`src/mtep_pkg.sv`:
```
`default_nettype none
// ----------------------------------------------------------------------------
// mtep_pkg
// types and constants shared by the midi track event parser
// ----------------------------------------------------------------------------
package mtep_pkg;

   localparam logic [7:0] STATUS_BIT  = 8'h80;
   localparam logic [7:0] DATA_MASK   = 8'h7F;
   localparam logic [7:0] TYPE_MASK   = 8'hF0;
   localparam logic [7:0] SYSEX_START = 8'hF0;
   localparam logic [7:0] SYSEX_END   = 8'hF7;
   localparam logic [7:0] META_STATUS = 8'hFF;
   localparam logic [7:0] PROG_CHANGE = 8'hC0;
   localparam logic [7:0] CHAN_PRESS  = 8'hD0;
   localparam logic [2:0] VARLEN_MAX  = 3'd4;

   localparam int TICK_W = 32;
   localparam int LEN_W  = 28;

   typedef enum logic [2:0] {
      PH_DELTA  = 3'd0,
      PH_STATUS = 3'd1,
      PH_META   = 3'd2,
      PH_LEN    = 3'd3,
      PH_PAY    = 3'd4,
      PH_D1     = 3'd5,
      PH_D2     = 3'd6,
      PH_HALT   = 3'd7
   } phase_type;

   typedef enum logic [1:0] {
      KIND_CHANNEL = 2'd0,
      KIND_HEADER  = 2'd1,
      KIND_PAYLOAD = 2'd2,
      KIND_ERROR   = 2'd3
   } kind_type;

   typedef enum logic [1:0] {
      ERR_NONE   = 2'd0,
      ERR_VARLEN = 2'd1,
      ERR_TRUNC  = 2'd2
   } err_type;

   typedef struct packed {
      logic [7:0] data_byte;
      logic       first_of_track;
      logic       last_of_track;
   } item_type;

   typedef struct packed {
      kind_type          kind;
      logic [TICK_W-1:0] tick;
      logic [7:0]        status;
      logic [7:0]        data_first;
      logic [7:0]        data_second;
      logic [7:0]        meta_kind;
      logic [LEN_W-1:0]  payload_length;
      logic [7:0]        payload_byte;
      logic              last_of_event;
      err_type           error_code;
   } result_type;

endpackage
`default_nettype wire

```
`src/mtep_chan_if.sv`:
```
`default_nettype none
// ----------------------------------------------------------------------------
// mtep channel interfaces
// valid/ready channels for track bytes in and parsed events out
// ----------------------------------------------------------------------------
interface mtep_req_if;
   logic       valid;
   logic       ready;
   logic [7:0] data_byte;
   logic       first_of_track;
   logic       last_of_track;

   modport source (output valid, data_byte, first_of_track, last_of_track, input ready);
   modport sink   (input valid, data_byte, first_of_track, last_of_track, output ready);
endinterface

interface mtep_rsp_if;
   logic        valid;
   logic        ready;
   logic [1:0]  kind;
   logic [31:0] tick;
   logic [7:0]  status;
   logic [7:0]  data_first;
   logic [7:0]  data_second;
   logic [7:0]  meta_kind;
   logic [27:0] payload_length;
   logic [7:0]  payload_byte;
   logic        last_of_event;
   logic [1:0]  error_code;

   modport source (output valid, kind, tick, status, data_first, data_second, meta_kind,
                   payload_length, payload_byte, last_of_event, error_code, input ready);
   modport sink   (input valid, kind, tick, status, data_first, data_second, meta_kind,
                   payload_length, payload_byte, last_of_event, error_code, output ready);
endinterface
`default_nettype wire

```
`src/mtep_in_reg.sv`:
```
`default_nettype none
// ----------------------------------------------------------------------------
// mtep_in_reg
// input register holding one track byte until the parser takes it
// ----------------------------------------------------------------------------
module mtep_in_reg (
   input  wire logic              clock,
   input  wire logic              reset,
   input  wire logic              in_valid,
   output      logic              in_ready,
   input  wire mtep_pkg::item_type in_item,
   input  wire logic              advance,
   output      logic              item_valid,
   output      mtep_pkg::item_type item
);

   logic               valid_ff, valid_in;
   mtep_pkg::item_type item_ff;

   assign in_ready   = !valid_ff || advance;
   assign item_valid = valid_ff;
   assign item       = item_ff;

   always_comb begin
      valid_in = valid_ff;
      if (in_valid && in_ready) begin
         valid_in = 1'b1;
      end else if (advance) begin
         valid_in = 1'b0;
      end
   end

   always_ff @(posedge clock) begin
      if (reset) begin
         valid_ff <= 1'b0;
      end else begin
         valid_ff <= valid_in;
      end
   end

   always_ff @(posedge clock) begin
      if (in_valid && in_ready) begin
         item_ff <= in_item;
      end
   end

endmodule
`default_nettype wire

```
`src/mtep_parser.sv`:
```
`default_nettype none
// ----------------------------------------------------------------------------
// mtep_parser
// per-byte parse step: delta time, status, meta type, length, payload, data
// ----------------------------------------------------------------------------
module mtep_parser (
   input  wire logic                clock,
   input  wire logic                reset,
   input  wire logic                fire,
   input  wire mtep_pkg::item_type  item,
   output      logic                res_valid,
   output      mtep_pkg::result_type res
);

   localparam int TW = mtep_pkg::TICK_W;
   localparam int LW = mtep_pkg::LEN_W;

   mtep_pkg::phase_type phase_ff, phase_in;
   logic [TW-1:0]       tick_ff, tick_in;
   logic [7:0]          run_ff, run_in;
   logic [7:0]          cur_ff, cur_in;
   logic [LW-1:0]       acc_ff, acc_in;
   logic [2:0]          cnt_ff, cnt_in;
   logic [7:0]          first_ff, first_in;
   logic [7:0]          meta_ff, meta_in;
   logic [LW-1:0]       left_ff, left_in;

   always_comb begin
      logic [7:0]          b;
      mtep_pkg::phase_type ph;
      logic [LW-1:0]       acc_v;
      logic [2:0]          cnt_v;
      logic                vl_done, vl_long;
      logic                len_go, d1_go, err1, err2, emit;
      logic [7:0]          d1_type;

      b = item.data_byte;
      ph = phase_ff;
      tick_in  = tick_ff;
      run_in   = run_ff;
      cur_in   = cur_ff;
      acc_in   = acc_ff;
      cnt_in   = cnt_ff;
      first_in = first_ff;
      meta_in  = meta_ff;
      left_in  = left_ff;
      if (item.first_of_track) begin
         ph = mtep_pkg::PH_DELTA;
         tick_in  = '0;
         run_in   = '0;
         cur_in   = '0;
         acc_in   = '0;
         cnt_in   = '0;
         first_in = '0;
         meta_in  = '0;
         left_in  = '0;
      end
      phase_in = ph;

      acc_v   = {acc_in[LW-8:0], b[6:0]};
      cnt_v   = cnt_in + 3'd1;
      vl_done = (b & mtep_pkg::STATUS_BIT) == 8'h00;
      vl_long = !vl_done && (cnt_v >= mtep_pkg::VARLEN_MAX);

      len_go  = 1'b0;
      d1_go   = 1'b0;
      d1_type = '0;
      err1    = 1'b0;
      err2    = 1'b0;
      emit    = 1'b0;
      res     = '0;

      case (ph)
         mtep_pkg::PH_DELTA: begin
            if (vl_done) begin
               tick_in  = tick_in + {{(TW-LW){1'b0}}, acc_v};
               acc_in   = '0;
               cnt_in   = '0;
               phase_in = mtep_pkg::PH_STATUS;
            end else if (vl_long) begin
               err1 = 1'b1;
            end else begin
               acc_in = acc_v;
               cnt_in = cnt_v;
            end
         end
         mtep_pkg::PH_STATUS: begin
            meta_in = '0;
            if (!vl_done) begin
               cur_in = b;
               if (b != mtep_pkg::SYSEX_START && b != mtep_pkg::META_STATUS) begin
                  run_in = b;
               end
               if (b == mtep_pkg::META_STATUS) begin
                  phase_in = mtep_pkg::PH_META;
               end else if (b == mtep_pkg::SYSEX_START || b == mtep_pkg::SYSEX_END) begin
                  phase_in = mtep_pkg::PH_LEN;
               end else begin
                  phase_in = mtep_pkg::PH_D1;
               end
            end else begin
               cur_in = run_in;
               if (run_in == mtep_pkg::SYSEX_END) begin
                  phase_in = mtep_pkg::PH_LEN;
                  len_go   = 1'b1;
               end else begin
                  d1_go   = 1'b1;
                  d1_type = run_in & mtep_pkg::TYPE_MASK;
               end
            end
         end
         mtep_pkg::PH_META: begin
            meta_in  = b;
            phase_in = mtep_pkg::PH_LEN;
         end
         mtep_pkg::PH_LEN: begin
            len_go = 1'b1;
         end
         mtep_pkg::PH_PAY: begin
            left_in           = left_in - {{(LW-1){1'b0}}, 1'b1};
            emit              = 1'b1;
            res.kind          = mtep_pkg::KIND_PAYLOAD;
            res.payload_byte  = b;
            res.last_of_event = (left_in == '0);
            if (left_in == '0) begin
               phase_in = mtep_pkg::PH_DELTA;
            end
         end
         mtep_pkg::PH_D1: begin
            d1_go   = 1'b1;
            d1_type = cur_in & mtep_pkg::TYPE_MASK;
         end
         mtep_pkg::PH_D2: begin
            emit              = 1'b1;
            res.kind          = mtep_pkg::KIND_CHANNEL;
            res.data_first    = first_in;
            res.data_second   = b;
            res.last_of_event = 1'b1;
            phase_in          = mtep_pkg::PH_DELTA;
         end
         mtep_pkg::PH_HALT: begin
         end
         default: begin
         end
      endcase

      if (len_go) begin
         if (vl_long) begin
            err1 = 1'b1;
         end else if (!vl_done) begin
            acc_in = acc_v;
            cnt_in = cnt_v;
         end else begin
            left_in            = acc_v;
            acc_in             = '0;
            cnt_in             = '0;
            emit               = 1'b1;
            res.kind           = mtep_pkg::KIND_HEADER;
            res.payload_length = acc_v;
            res.last_of_event  = (acc_v == '0);
            phase_in = (acc_v == '0) ? mtep_pkg::PH_DELTA : mtep_pkg::PH_PAY;
         end
      end

      if (d1_go) begin
         first_in = b;
         if (d1_type == mtep_pkg::PROG_CHANGE || d1_type == mtep_pkg::CHAN_PRESS) begin
            emit              = 1'b1;
            res.kind          = mtep_pkg::KIND_CHANNEL;
            res.data_first    = b;
            res.last_of_event = 1'b1;
            phase_in          = mtep_pkg::PH_DELTA;
         end else begin
            phase_in = mtep_pkg::PH_D2;
         end
      end

      if (err1) begin
         phase_in = mtep_pkg::PH_HALT;
         acc_in   = '0;
         cnt_in   = '0;
      end

      if (item.last_of_track) begin
         err2 = !err1 && phase_in != mtep_pkg::PH_HALT &&
                !(phase_in == mtep_pkg::PH_DELTA && cnt_in == '0);
         phase_in = mtep_pkg::PH_DELTA;
         acc_in   = '0;
         cnt_in   = '0;
         left_in  = '0;
      end

      if (err1 || err2) begin
         res               = '0;
         res.kind          = mtep_pkg::KIND_ERROR;
         res.last_of_event = 1'b1;
         res.error_code    = err1 ? mtep_pkg::ERR_VARLEN : mtep_pkg::ERR_TRUNC;
      end

      res.tick      = tick_in;
      res.status    = cur_in;
      res.meta_kind = (cur_in == mtep_pkg::META_STATUS) ? meta_in : 8'h00;
      res_valid     = emit || err1 || err2;
   end

   always_ff @(posedge clock) begin
      if (reset) begin
         phase_ff <= mtep_pkg::PH_DELTA;
         tick_ff  <= '0;
         run_ff   <= '0;
         cur_ff   <= '0;
         acc_ff   <= '0;
         cnt_ff   <= '0;
         first_ff <= '0;
         meta_ff  <= '0;
         left_ff  <= '0;
      end else if (fire) begin
         phase_ff <= phase_in;
         tick_ff  <= tick_in;
         run_ff   <= run_in;
         cur_ff   <= cur_in;
         acc_ff   <= acc_in;
         cnt_ff   <= cnt_in;
         first_ff <= first_in;
         meta_ff  <= meta_in;
         left_ff  <= left_in;
      end
   end

endmodule
`default_nettype wire

```
`src/mtep_rsp_reg.sv`:
```
`default_nettype none
// ----------------------------------------------------------------------------
// mtep_rsp_reg
// result register; frees itself on an output transfer
// ----------------------------------------------------------------------------
module mtep_rsp_reg (
   input  wire logic                 clock,
   input  wire logic                 reset,
   input  wire logic                 load,
   input  wire mtep_pkg::result_type res,
   output      logic                 space,
   output      logic                 out_valid,
   input  wire logic                 out_ready,
   output      mtep_pkg::result_type out_res
);

   logic                 valid_ff, valid_in;
   mtep_pkg::result_type res_ff;

   assign space     = !valid_ff || out_ready;
   assign out_valid = valid_ff;
   assign out_res   = res_ff;

   always_comb begin
      valid_in = valid_ff;
      if (load) begin
         valid_in = 1'b1;
      end else if (out_ready) begin
         valid_in = 1'b0;
      end
   end

   always_ff @(posedge clock) begin
      if (reset) begin
         valid_ff <= 1'b0;
      end else begin
         valid_ff <= valid_in;
      end
   end

   always_ff @(posedge clock) begin
      if (load) begin
         res_ff <= res;
      end
   end

endmodule
`default_nettype wire

```
`src/midi_track_event_parser.sv`:
```
`default_nettype none
// ----------------------------------------------------------------------------
// midi_track_event_parser
// streaming parser for the event stream of one midi track chunk
// ----------------------------------------------------------------------------
// registers: a byte is held in the input register, and its result in the result register
// throughput: one byte per cycle while the result register has space, set by the single parse step per byte
// bytes producing no result still pass through the parse step
// reset: synchronous; clears parse phase, tick, running status and both valid flags
// ----------------------------------------------------------------------------
module midi_track_event_parser (
   input wire logic  clock,
   input wire logic  reset,
   mtep_req_if.sink   req_chan,
   mtep_rsp_if.source rsp_chan
);

   mtep_pkg::item_type   req_item, item;
   mtep_pkg::result_type res, out_res;
   logic                 item_valid, advance, space, res_valid, load;

   assign req_item.data_byte      = req_chan.data_byte;
   assign req_item.first_of_track = req_chan.first_of_track;
   assign req_item.last_of_track  = req_chan.last_of_track;

   assign advance = item_valid && space;
   assign load    = advance && res_valid;

   mtep_in_reg u_in_reg (
      .clock      (clock),
      .reset      (reset),
      .in_valid   (req_chan.valid),
      .in_ready   (req_chan.ready),
      .in_item    (req_item),
      .advance    (advance),
      .item_valid (item_valid),
      .item       (item)
   );

   mtep_parser u_parser (
      .clock     (clock),
      .reset     (reset),
      .fire      (advance),
      .item      (item),
      .res_valid (res_valid),
      .res       (res)
   );

   mtep_rsp_reg u_rsp_reg (
      .clock     (clock),
      .reset     (reset),
      .load      (load),
      .res       (res),
      .space     (space),
      .out_valid (rsp_chan.valid),
      .out_ready (rsp_chan.ready),
      .out_res   (out_res)
   );

   assign rsp_chan.kind           = out_res.kind;
   assign rsp_chan.tick           = out_res.tick;
   assign rsp_chan.status         = out_res.status;
   assign rsp_chan.data_first     = out_res.data_first;
   assign rsp_chan.data_second    = out_res.data_second;
   assign rsp_chan.meta_kind      = out_res.meta_kind;
   assign rsp_chan.payload_length = out_res.payload_length;
   assign rsp_chan.payload_byte   = out_res.payload_byte;
   assign rsp_chan.last_of_event  = out_res.last_of_event;
   assign rsp_chan.error_code     = out_res.error_code;

endmodule
`default_nettype wire

```
`src/flat_wrapper.sv`:
```
// flat-port wrapper written by rule: the top's interface ports become plain ports
module midi_track_event_parser_flat 
  (clock, reset, req_chan_valid, req_chan_data_byte, req_chan_first_of_track, req_chan_last_of_track, req_chan_ready, rsp_chan_valid, rsp_chan_kind, rsp_chan_tick, rsp_chan_status, rsp_chan_data_first, rsp_chan_data_second, rsp_chan_meta_kind, rsp_chan_payload_length, rsp_chan_payload_byte, rsp_chan_last_of_event, rsp_chan_error_code, rsp_chan_ready);
  mtep_req_if req_chan_i ();
  mtep_rsp_if rsp_chan_i ();
  input wire logic clock;
  input wire logic reset;
  input wire logic [$bits(req_chan_i.valid)-1:0] req_chan_valid;
  input wire logic [$bits(req_chan_i.data_byte)-1:0] req_chan_data_byte;
  input wire logic [$bits(req_chan_i.first_of_track)-1:0] req_chan_first_of_track;
  input wire logic [$bits(req_chan_i.last_of_track)-1:0] req_chan_last_of_track;
  output wire logic [$bits(req_chan_i.ready)-1:0] req_chan_ready;
  output wire logic [$bits(rsp_chan_i.valid)-1:0] rsp_chan_valid;
  output wire logic [$bits(rsp_chan_i.kind)-1:0] rsp_chan_kind;
  output wire logic [$bits(rsp_chan_i.tick)-1:0] rsp_chan_tick;
  output wire logic [$bits(rsp_chan_i.status)-1:0] rsp_chan_status;
  output wire logic [$bits(rsp_chan_i.data_first)-1:0] rsp_chan_data_first;
  output wire logic [$bits(rsp_chan_i.data_second)-1:0] rsp_chan_data_second;
  output wire logic [$bits(rsp_chan_i.meta_kind)-1:0] rsp_chan_meta_kind;
  output wire logic [$bits(rsp_chan_i.payload_length)-1:0] rsp_chan_payload_length;
  output wire logic [$bits(rsp_chan_i.payload_byte)-1:0] rsp_chan_payload_byte;
  output wire logic [$bits(rsp_chan_i.last_of_event)-1:0] rsp_chan_last_of_event;
  output wire logic [$bits(rsp_chan_i.error_code)-1:0] rsp_chan_error_code;
  input wire logic [$bits(rsp_chan_i.ready)-1:0] rsp_chan_ready;
  assign req_chan_i.valid = req_chan_valid;
  assign req_chan_i.data_byte = req_chan_data_byte;
  assign req_chan_i.first_of_track = req_chan_first_of_track;
  assign req_chan_i.last_of_track = req_chan_last_of_track;
  assign req_chan_ready = req_chan_i.ready;
  assign rsp_chan_valid = rsp_chan_i.valid;
  assign rsp_chan_kind = rsp_chan_i.kind;
  assign rsp_chan_tick = rsp_chan_i.tick;
  assign rsp_chan_status = rsp_chan_i.status;
  assign rsp_chan_data_first = rsp_chan_i.data_first;
  assign rsp_chan_data_second = rsp_chan_i.data_second;
  assign rsp_chan_meta_kind = rsp_chan_i.meta_kind;
  assign rsp_chan_payload_length = rsp_chan_i.payload_length;
  assign rsp_chan_payload_byte = rsp_chan_i.payload_byte;
  assign rsp_chan_last_of_event = rsp_chan_i.last_of_event;
  assign rsp_chan_error_code = rsp_chan_i.error_code;
  assign rsp_chan_i.ready = rsp_chan_ready;
  midi_track_event_parser u_core (.clock(clock), .reset(reset), .req_chan(req_chan_i), .rsp_chan(rsp_chan_i));
endmodule
```
`config.mk`:
```
export PLATFORM = sky130hd
export DESIGN_NAME = midi_track_event_parser_flat
export DESIGN_NICKNAME = d
export VERILOG_FILES = /design/src/mtep_pkg.sv /design/src/mtep_chan_if.sv /design/src/mtep_in_reg.sv /design/src/mtep_parser.sv /design/src/mtep_rsp_reg.sv /design/src/midi_track_event_parser.sv /design/src/flat_wrapper.sv
export SDC_FILE = /design/constraint.sdc
export NUM_CORES = 1
export LEC_CHECK = 0
export ABC_CLOCK_PERIOD_IN_PS = 20500
export BUFFER_PORTS_ARGS = -buffer_cell sky130_fd_sc_hd__buf_2
export CORE_UTILIZATION = 35
export CTS_BUF_LIST = sky130_fd_sc_hd__clkbuf_8
export CTS_CLUSTER_DIAMETER = 40
export CTS_CLUSTER_SIZE = 20
export DETAILED_ROUTE_END_ITERATION = 6
export PLACE_DENSITY_LB_ADDON = 0.15
export SLEW_MARGIN = 5
export SYNTH_ARGS = -nofsm -noshare
export SYNTH_HDL_FRONTEND = slang
export SYNTH_SLANG_ARGS = --single-unit
```
`constraint.sdc`:
```
create_clock -name clock -period 20.5 [get_ports clock]
set_input_delay 4.1 -clock clock [delete_from_list [all_inputs] [get_ports clock]]
set_output_delay 4.1 -clock clock [all_outputs]
set_load 0.05 [all_outputs]
```
-- Word level (Yosys, flattened, before mapping)
Cells that the tools add are included.
- flip-flop bits (word level): 243
- logic and storage cells: 175
- bits of input ports: 14
- output and inout port bits: 107
- bitwise operators: 4
- reductions and logical operators: 32
- equality and inequality tests: 16
- muxes and demuxes: 95
- add/subtract/negate cells: 3
- order comparisons: 1
- operators by type and width (cell ; count):
    2-to-1 mux 28 bit ; 15
    2-to-1 mux 8 bit ; 14
    2-to-1 mux 32 bit ; 3
    2-to-1 mux 3 bit ; 24
    equality test 8 bit (second input constant) ; 7
    zero test 28 bit ; 2
    adder 32 x 28 -> 32 bit ; 1
    one-hot mux 8 bit (2 select lines) ; 2
    subtractor 28 x 1 -> 28 bit (second input constant) ; 1
    2-to-1 mux 1 bit ; 25
    2-to-1 mux 16 bit ; 1
    != test 8 bit (second input constant) ; 2
    one-hot mux 3 bit (5 select lines) ; 1
    2-to-1 mux 2 bit ; 7
    equality test 3 bit (second input constant) ; 3
    zero test 3 bit ; 3
    logical AND 1 bit ; 8
    zero test 8 bit ; 1
    logical OR 1 bit ; 7
    equality test 3 x 2 -> 1 bit (second input constant) ; 2
    one-hot mux 1 bit (2 select lines) ; 3
    OR reduction 2 bit ; 3
    zero test 1 bit ; 5
    NOT 1 bit ; 4
    other kinds (6) ; 7

-- Longest topological paths before layout
Gate-level depths: netlist (run 1).
- depth in word-level cells: 19
- gate-level depth with buffers: 19
- mapped depth without buffers: 14

-- By module
A second synthesis (run 1) with hierarchy kept.
- cells, all modules: 1462
- area, all modules: 12818.5 um^2
- by module, submodules not included (module ; cells each ; seq. area each (um^2) ; area an instance (um^2) ; times used):
    mtep_parser ; 1336 ; 2382.3 ; 9251.4 ; 1
    mtep_rsp_reg ; 109 ; 3173.0 ; 3199.3 ; 1
    mtep_in_reg ; 15 ; 320.3 ; 355.3 ; 1
    midi_track_event_parser ; 2 ; 0.0 ; 12.5 ; 1

-- Worst setup path before layout (run 1)
No wires, ideal clock.
- path kind: input port to flip-flop
- from: input rsp_chan_ready
- to: register u_core.u_rsp_reg.res_ff, in the netlist u_core.u_rsp_reg.out_res[0], enable pin
- buffers on the path: 2
- stages: 5
- data required time: 19.929 ns
- data arrival time: 9.131 ns
- setup time: 0.571 ns
- slack: 10.798 ns
- path through: nand2b_1 > nand2_1 > clkbuf_1 > buf_1 > nor2_1
- longest elaborated chain between the ends: 3
- RTL lines (item ; RTL line ; source):
    start: declaration ; flat_wrapper.sv:24 ; input wire logic [$bits(rsp_chan_i.ready)-1:0] rsp_chan_ready;
    logical OR 1 bit ; mtep_rsp_reg.sv:20 ; assign space = !valid_ff || out_ready;
    logical AND 1 bit ; midi_track_event_parser.sv:26 ; assign advance = item_valid && space;
    logical AND 1 bit ; midi_track_event_parser.sv:27 ; assign load = advance && res_valid;
    via u_core.load ; midi_track_event_parser.sv:20 ; logic item_valid, advance, space, res_valid, load;
    end signal: assignment ; mtep_rsp_reg.sv:43 ; res_ff <= res;
    end: declaration ; mtep_rsp_reg.sv:18 ; mtep_pkg::result_type res_ff;
The timed path passes the listed nets, and every way through them passes these cells.
A chain may end at the register's enable or synchronous reset.

-- Final worst setup path (run 1)
- from: input rsp_chan_ready
- to: output req_chan_ready
- longest elaborated chain between the ends: 3
- RTL lines (item ; RTL line ; source):
    logical OR 1 bit ; mtep_rsp_reg.sv:20 ;
    logical AND 1 bit ; midi_track_event_parser.sv:26 ;
    logical OR 1 bit ; mtep_in_reg.sv:20 ; assign in_ready = !valid_ff || advance;
    end: declaration ; flat_wrapper.sv:12 ; output wire logic [$bits(req_chan_i.ready)-1:0] req_chan_ready;
No other way between the ends.

==> impl_metrics.json, run 1 <==
{
  "post_cts_buffers": 0,
  "ys_async_sr_fraction": 0,
  "finalHoldViolCount": 0,
  "synth.yosys.seq_area_share": 0.464,
  "yosys-top-cells-area": "edfxtp_1 27%, dfxtp_1 19%, nor2_1 6.1%",
  "grt_util_all_layers": 0.209,
  "cp-end-kind": "output port",
  "fin_area_um2": 14500,
  "finalCritPeriodShare": 0.426,
  "yosysWarningCount": 0,
  "synth_edf_count": 115,
  "place_ws_ns": 11.77,
  "nets": 1565,
  "synth_top_flop_cell": "dfxtp_1",
  "wl_per_cell_um": 19.1,
  "drive_gt1_frac": 0.149,
  "ys_types": 78,
  "die-height_um": 192,
  "fin_ws_ns": 11.77,
  "fin_tns_setup_ns": 0,
  "cap_violations": 0,
  "timing.final.crit_period_ns": 8.73,
  "core_um2": 35600,
  "cts_root_buf": "clkbuf_8",
  "cp.required_ns": 16.40,
  "grt_pass1_vias": 10300,
  "cts.clk_slew.worst_paths_ns": 0.07,
  "cellPowerDensity_nw_per_um2": 73.1,
  "hold_start": "u_core.u_parser.tick_ff[18]",
  "hold_class": "reg2reg",
  "ant_nets": 0,
  "ctsResizeCount": 0,
  "clock_skew_ns": 0.0444,
  "yosys.area.top_type_share": 0.273,
  "initial_core_util": 0.356,
  "min_to": "u_core.u_parser.tick_ff[18]",
  "clockPowerShare": 0.429,
  "irDropWorstVdd_uv": 44.9,
  "gp_congestion": 0.887,
  "timing.reg2reg.setup_slack_ns": 14.55,
  "place_inst": 1938,
  "syn_area_um2": 12700,
  "worst_pin_slew_ns": 1.25,
  "seq_power_share": 0.483,
  "slew_headroom": 0.162,
  "path_max_fanout": 2,
  "vias_per_cell": 5.48,
  "synth_top_cell_by_area": "edfxtp_1",
  "clock_sinks": 236,
  "setup_viol": 0,
  "numCtsBuffers": 40,
  "crit_path_start": "rsp_chan_ready",
  "critPathLaunchType": "input port",
  "firstDrtPassIters": 5,
  "outcome": "completed",
  "io_buffers": 120,
  "worstRegToRegCells": 16,
  "p_sw_mw": 0.295,
  "path_class": "in2out",
  "area_delta_synth_final_pct": 14.5,
  "drt_iter0_drc": 920,
  "ys_ff_latch": 236,
  "ios": 121,
  "grt_max_degree": 112,
  "synth_fp_nets": 1487,
  "vias": 11000,
  "antennaDiodeCount": 0,
  "die_x_um": 192,
  "synth_cells": 1441,
  "synth.avg_cell_area_um2": 8.79,
  "dp_hpwl_um": 25700,
  "insertion_delay_ns": 0.59,
  "yosysMostFrequentCell": "nor2_1",
  "grt_first_pass_wirelength_um": 60000,
  "ctsLongestPathBuffers": 3,
  "cts_hold_buf": 0,
  "critPathArrivalTime_ns": 4.63,
  "swShare": 0.279,
  "r2r_start": "u_core.u_in_reg.item[1]",
  "p_total_mw": 1.06,
  "pwr-share-comb": 0.088,
  "fmax_ghz": 0.115,
  "holdPathStages": 2,
  "drc": 0,
  "antenna_found_initial": 0,
  "synth_commonest_cells": "206 x nor2_1, 159 x nand2_1, 121 x dfxtp_1",
  "dpl_cell_area_um2": 13600,
  "slew_viol_final": 0,
  "htreeDepth": 2,
  "cts_tree": "built",
  "layout.cells.non_filler": 2012,
  "grt_overflow": 0,
  "intPower_mw": 0.765,
  "grt_setup_unrepaired": "no",
  "p_leak_nw": 5.46,
  "die_area_um2": 36900,
  "r2r_end": "u_core.u_rsp_reg.out_res[11]",
  "wirelength_um": 38500,
  "rows": 69
}
-- sequential cells by signal, summed over array words and instances (netlist names) --
signal                      count
u_core.u_parser.cur_ff          8
u_core.u_in_reg.item_valid      1
u_core.u_in_reg.item           10
u_core.u_parser.tick_ff        32
u_core.u_parser.acc_ff         21
u_core.u_parser.phase_ff        3
u_core.u_parser.meta_ff         8
u_core.u_parser.cnt_ff          3
u_core.u_parser.run_ff          8
u_core.u_rsp_reg.out_res      105
u_core.u_parser.left_ff        28
u_core.u_parser.first_ff        8
u_core.u_rsp_reg.out_valid      1
-- cells by family (layout without fill, tap and decap cells) --
kind of cell               after synthesis  in the layout  share of synthesized area
DFF                                    236            236                      0.464
AOI/OAI and AO/OA                      352            352                      0.183
and+or+nand+nor                        629            629                      0.238
muxes                                    9              9                    0.00751
xor gates and xnor gates                49             49                     0.0339
buffers and inverters                  134            244                     0.0409
adders and majority gates               32             32                     0.0322
-- through the flow --
step                 util  hold slack, ns
global placement    0.383           0.438
detailed placement  0.383           0.443
global route        0.407           0.469
finish              0.407           0.451
floorplan               -           0.432
CTS                 0.407           0.453
-- critical path, cell delays in order --
cell,delay (ns)
buf_2,0.10
nor2b_1,0.14
nand2_1,0.08
buf_2,0.22
-- layout make-up --
type                            instances  area [um^2]
Multi-Input combinational cell       1071         6310
Tap cell                              461          577
Fill cell                            3642        21100
Clock buffer                           42          578
Clock inverter                         32          280
Sequential cell                       236         5880
Inverter                               31          116
Timing Repair Buffer                  139          758
-- power by group through the flow --
| stage | clock network (mW) | logic [mW] | registers [mW] |
|---|---|---|---|
| after CTS | 0.473 | 0.0936 | 0.512 |
| after floorplan | 0 | 0.0455 | 0.543 |
| after global routing | 0.490 | 0.100 | 0.513 |
| final | 0.455 | 0.0929 | 0.512 |
| after detailed placement | 0 | 0.0934 | 0.523 |
| after global placement | 0 | 0.0929 | 0.522 |
-- layer usage --
metal / global-route usage / wire length (um) / vias to the layer above / part of all wire
li1: - / - / 5372 / -
met1: 0.304 / 18700 / 5283 / 0.48
met2: 0.321 / 17300 / 312 / 0.45
met3: 0.0287 / 1870 / 49 / 0.048
met4: 0.0575 / 715 / 0 / 0.019
met5: 0 / 0 / - / 0
-- placed cells by master, fill, tap and decap left out, drive strengths merged, types with 6 or more instances in the layout --
cell / count
clkinv: 11
nand2: 159
or3: 9
xor2: 18
nor2b: 62
nor4: 18
ha: 31
or4: 11
o31ai: 13
buf: 139
edfxtp: 115
a22oi: 85
inv: 43
a21o: 10
nor3: 47
a21oi: 68
clkinvlp: 6
nand4: 15
o21ai: 87
a211oi: 8
nand2b: 14
nor2: 207
a31oi: 9
dfxtp: 121
xnor2: 31
clkbuf: 42
and3: 27
and2: 10
nand3: 29
o21a: 7
-- worst max path at each step --
| stage | endpoint | slack (ns) | cells past startpoint |
|---|---|---|---|
| after floorplan | u_core.u_rsp_reg.out_res[0] | 10.80 | 5 |
| after CTS | req_chan_ready | 11.76 | 4 |
| after global placement | req_chan_ready | 11.77 | 4 |
| after detailed placement | req_chan_ready | 11.77 | 4 |
| after global routing | req_chan_ready | 11.72 | 4 |
| final | req_chan_ready | 11.77 | 4 |
Power figures use the tool's default switching activity.
==> run 2: changes to the inputs <==
Settings changed: ABC_CLOCK_PERIOD_IN_PS 20500 to 8350.
Clock period 20.5 ns to 8.35 ns, I/O delays scaled along.
==> impl_metrics.json, run 2 (synthesis gave the netlist of run 1 again) <==
{
  "outcome": "completed",
  "vias": 11100,
  "drc": 0,
  "rows": 69,
  "nets": 1561,
  "fin_ws_ns": 2.70,
  "grt_overflow": 0,
  "finalCritPeriodShare": 0.677,
  "final_cell_mix": "203 x nor2_1, 158 x nand2_1, 121 x dfxtp_1",
  "critPathArrivalTime_ns": 5.81,
  "setup_viol": 0,
  "cts.clk_slew.worst_paths_ns": 0.07,
  "vias_per_cell": 5.53,
  "irDropWorstVdd_uv": 109,
  "io_buffers": 120,
  "core_um2": 35600,
  "min_to": "u_core.u_parser.tick_ff[1]",
  "antenna_found_initial": 0,
  "ctsResizeCount": 0,
  "firstDrtPassIters": 5,
  "clock_skew_ns": 0.0408,
  "ctsLongestPathBuffers": 3,
  "cts_hold_buf": 0,
  "drt_iter0_drc": 923,
  "cap_violations": 0,
  "mostFrequentLayoutCell": "nor2_1",
  "path_class": "reg2reg",
  "drive_gt1_frac": 0.152,
  "area_delta_synth_final_pct": 14.2,
  "gp_congestion": 0.902,
  "cp-end-kind": "flop",
  "p_leak_nw": 5.44,
  "fin_util": 0.407,
  "grt_first_pass_wirelength_um": 60600,
  "insertion_delay_ns": 0.56,
  "worst_pin_slew_ns": 1.28,
  "antennaDiodeCount": 0,
  "initial_core_util": 0.356,
  "slew_headroom": 0.144,
  "timing.reg2reg.setup_slack_ns": 2.70,
  "critPathLaunchType": "flop",
  "cp_slowest_stage_delay_ns": 1.13,
  "place_ws_ns": 2.77,
  "finalHoldViolCount": 0,
  "grt_setup_unrepaired": "no",
  "hold_start": "u_core.u_parser.tick_ff[1]",
  "die_x_um": 192,
  "ant_nets": 0,
  "fmax_ghz": 0.177,
  "post_cts_buffers": 0,
  "die-height_um": 192,
  "path_max_fanout": 60,
  "ios": 121,
  "wirelength_um": 39100,
  "cp.required_ns": 8.50,
  "largest_reg_flops": 105,
  "numCtsBuffers": 38,
  "hold_class": "reg2reg",
  "path_cells": "buf_4 -> or4b_1 -> nor2_2 -> a32oi_1 -> a2111oi_2 -> nor2_1 -> o21ai_0 -> o21ai_1 -> a311o_1 -> and4_4 -> nor2_4 -> buf_4",
  "slew_viol_final": 0,
  "clock_sinks": 236,
  "grt_max_degree": 85,
  "crit_top_cell": "buf_4",
  "grt_pass1_vias": 10400,
  "timing.final.crit_period_ns": 5.65,
  "p_total_mw": 2.59,
  "slowest_stage": "a2111oi_2",
  "htreeDepth": 2,
  "fin_tns_setup_ns": 0,
  "worstRegToRegCells": 12,
  "cts_root_buf": "clkbuf_8",
  "holdPathStages": 2,
  "grt_util_all_layers": 0.210,
  "wl_per_cell_um": 19.5,
  "die_area_um2": 36900,
  "r2r_end": "u_core.u_rsp_reg.out_res[99]",
  "dp_hpwl_um": 26200,
  "r2r_start": "u_core.u_in_reg.item[1]",
  "cts_tree": "built",
  "cellPowerDensity_nw_per_um2": 179
}
run 2: worst max path at each step:
stage                                       start                            end  cells after the start
after floorplan           u_core.u_in_reg.item[1]    u_core.u_rsp_reg.out_res[0]                     18
after global placement    u_core.u_in_reg.item[1]  u_core.u_rsp_reg.out_res[102]                     12
after detailed placement  u_core.u_in_reg.item[1]   u_core.u_rsp_reg.out_res[24]                     12
after CTS                 u_core.u_in_reg.item[1]   u_core.u_rsp_reg.out_res[99]                     12
after global routing      u_core.u_in_reg.item[1]   u_core.u_rsp_reg.out_res[99]                     12
final                     u_core.u_in_reg.item[1]   u_core.u_rsp_reg.out_res[99]                     12
run 2: per-layer routing:
metal | track usage | up-vias | wire length (um)
met5 | 0 | - | 0
met4 | 0.0633 | 0 | 966
met3 | 0.0263 | 52 | 1960
met1 | 0.302 | 5338 | 18600
met2 | 0.327 | 323 | 17600
li1 | - | 5373 | -
run 2: area by class of cell:
type                       instances  area [um^2]
clock buffer                      40          551
sequential                       236         5880
timing repair buffer             137          731
clock inverter                    29          288
multi-input combinational       1071         6320
inverter                          31          116
tap                              461          577
fill                            3677        21100
run 2: critical path: cells and delay by family, from the launching register on:
| family | cells | cell delay, ns |
|---|---|---|
| compound gates | 5 | 2.20 |
| simple gates | 5 | 1.69 |
| buf+inv | 2 | 0.95 |
| flops | 1 | 0.41 |
run 2: power breakdown:
group / internal [mW] / total, mW / switching (mW)
Combinational: 0.0516 / 0.226 / 0.174
Sequential: 1.24 / 1.26 / 0.0206
Clock: 0.549 / 1.10 / 0.550
run 2: stage by stage:
stage          cell area [um^2]  cells  hold WS [ns]
3_3_place_gp              13600   1936         0.438
4_1_cts                   14500   2005         0.451
6_report                  14500   2005         0.450
2_1_floorplan             12700   1441         0.432
3_5_place_dp              13600   1936         0.442
5_1_grt                   14500   2005         0.472
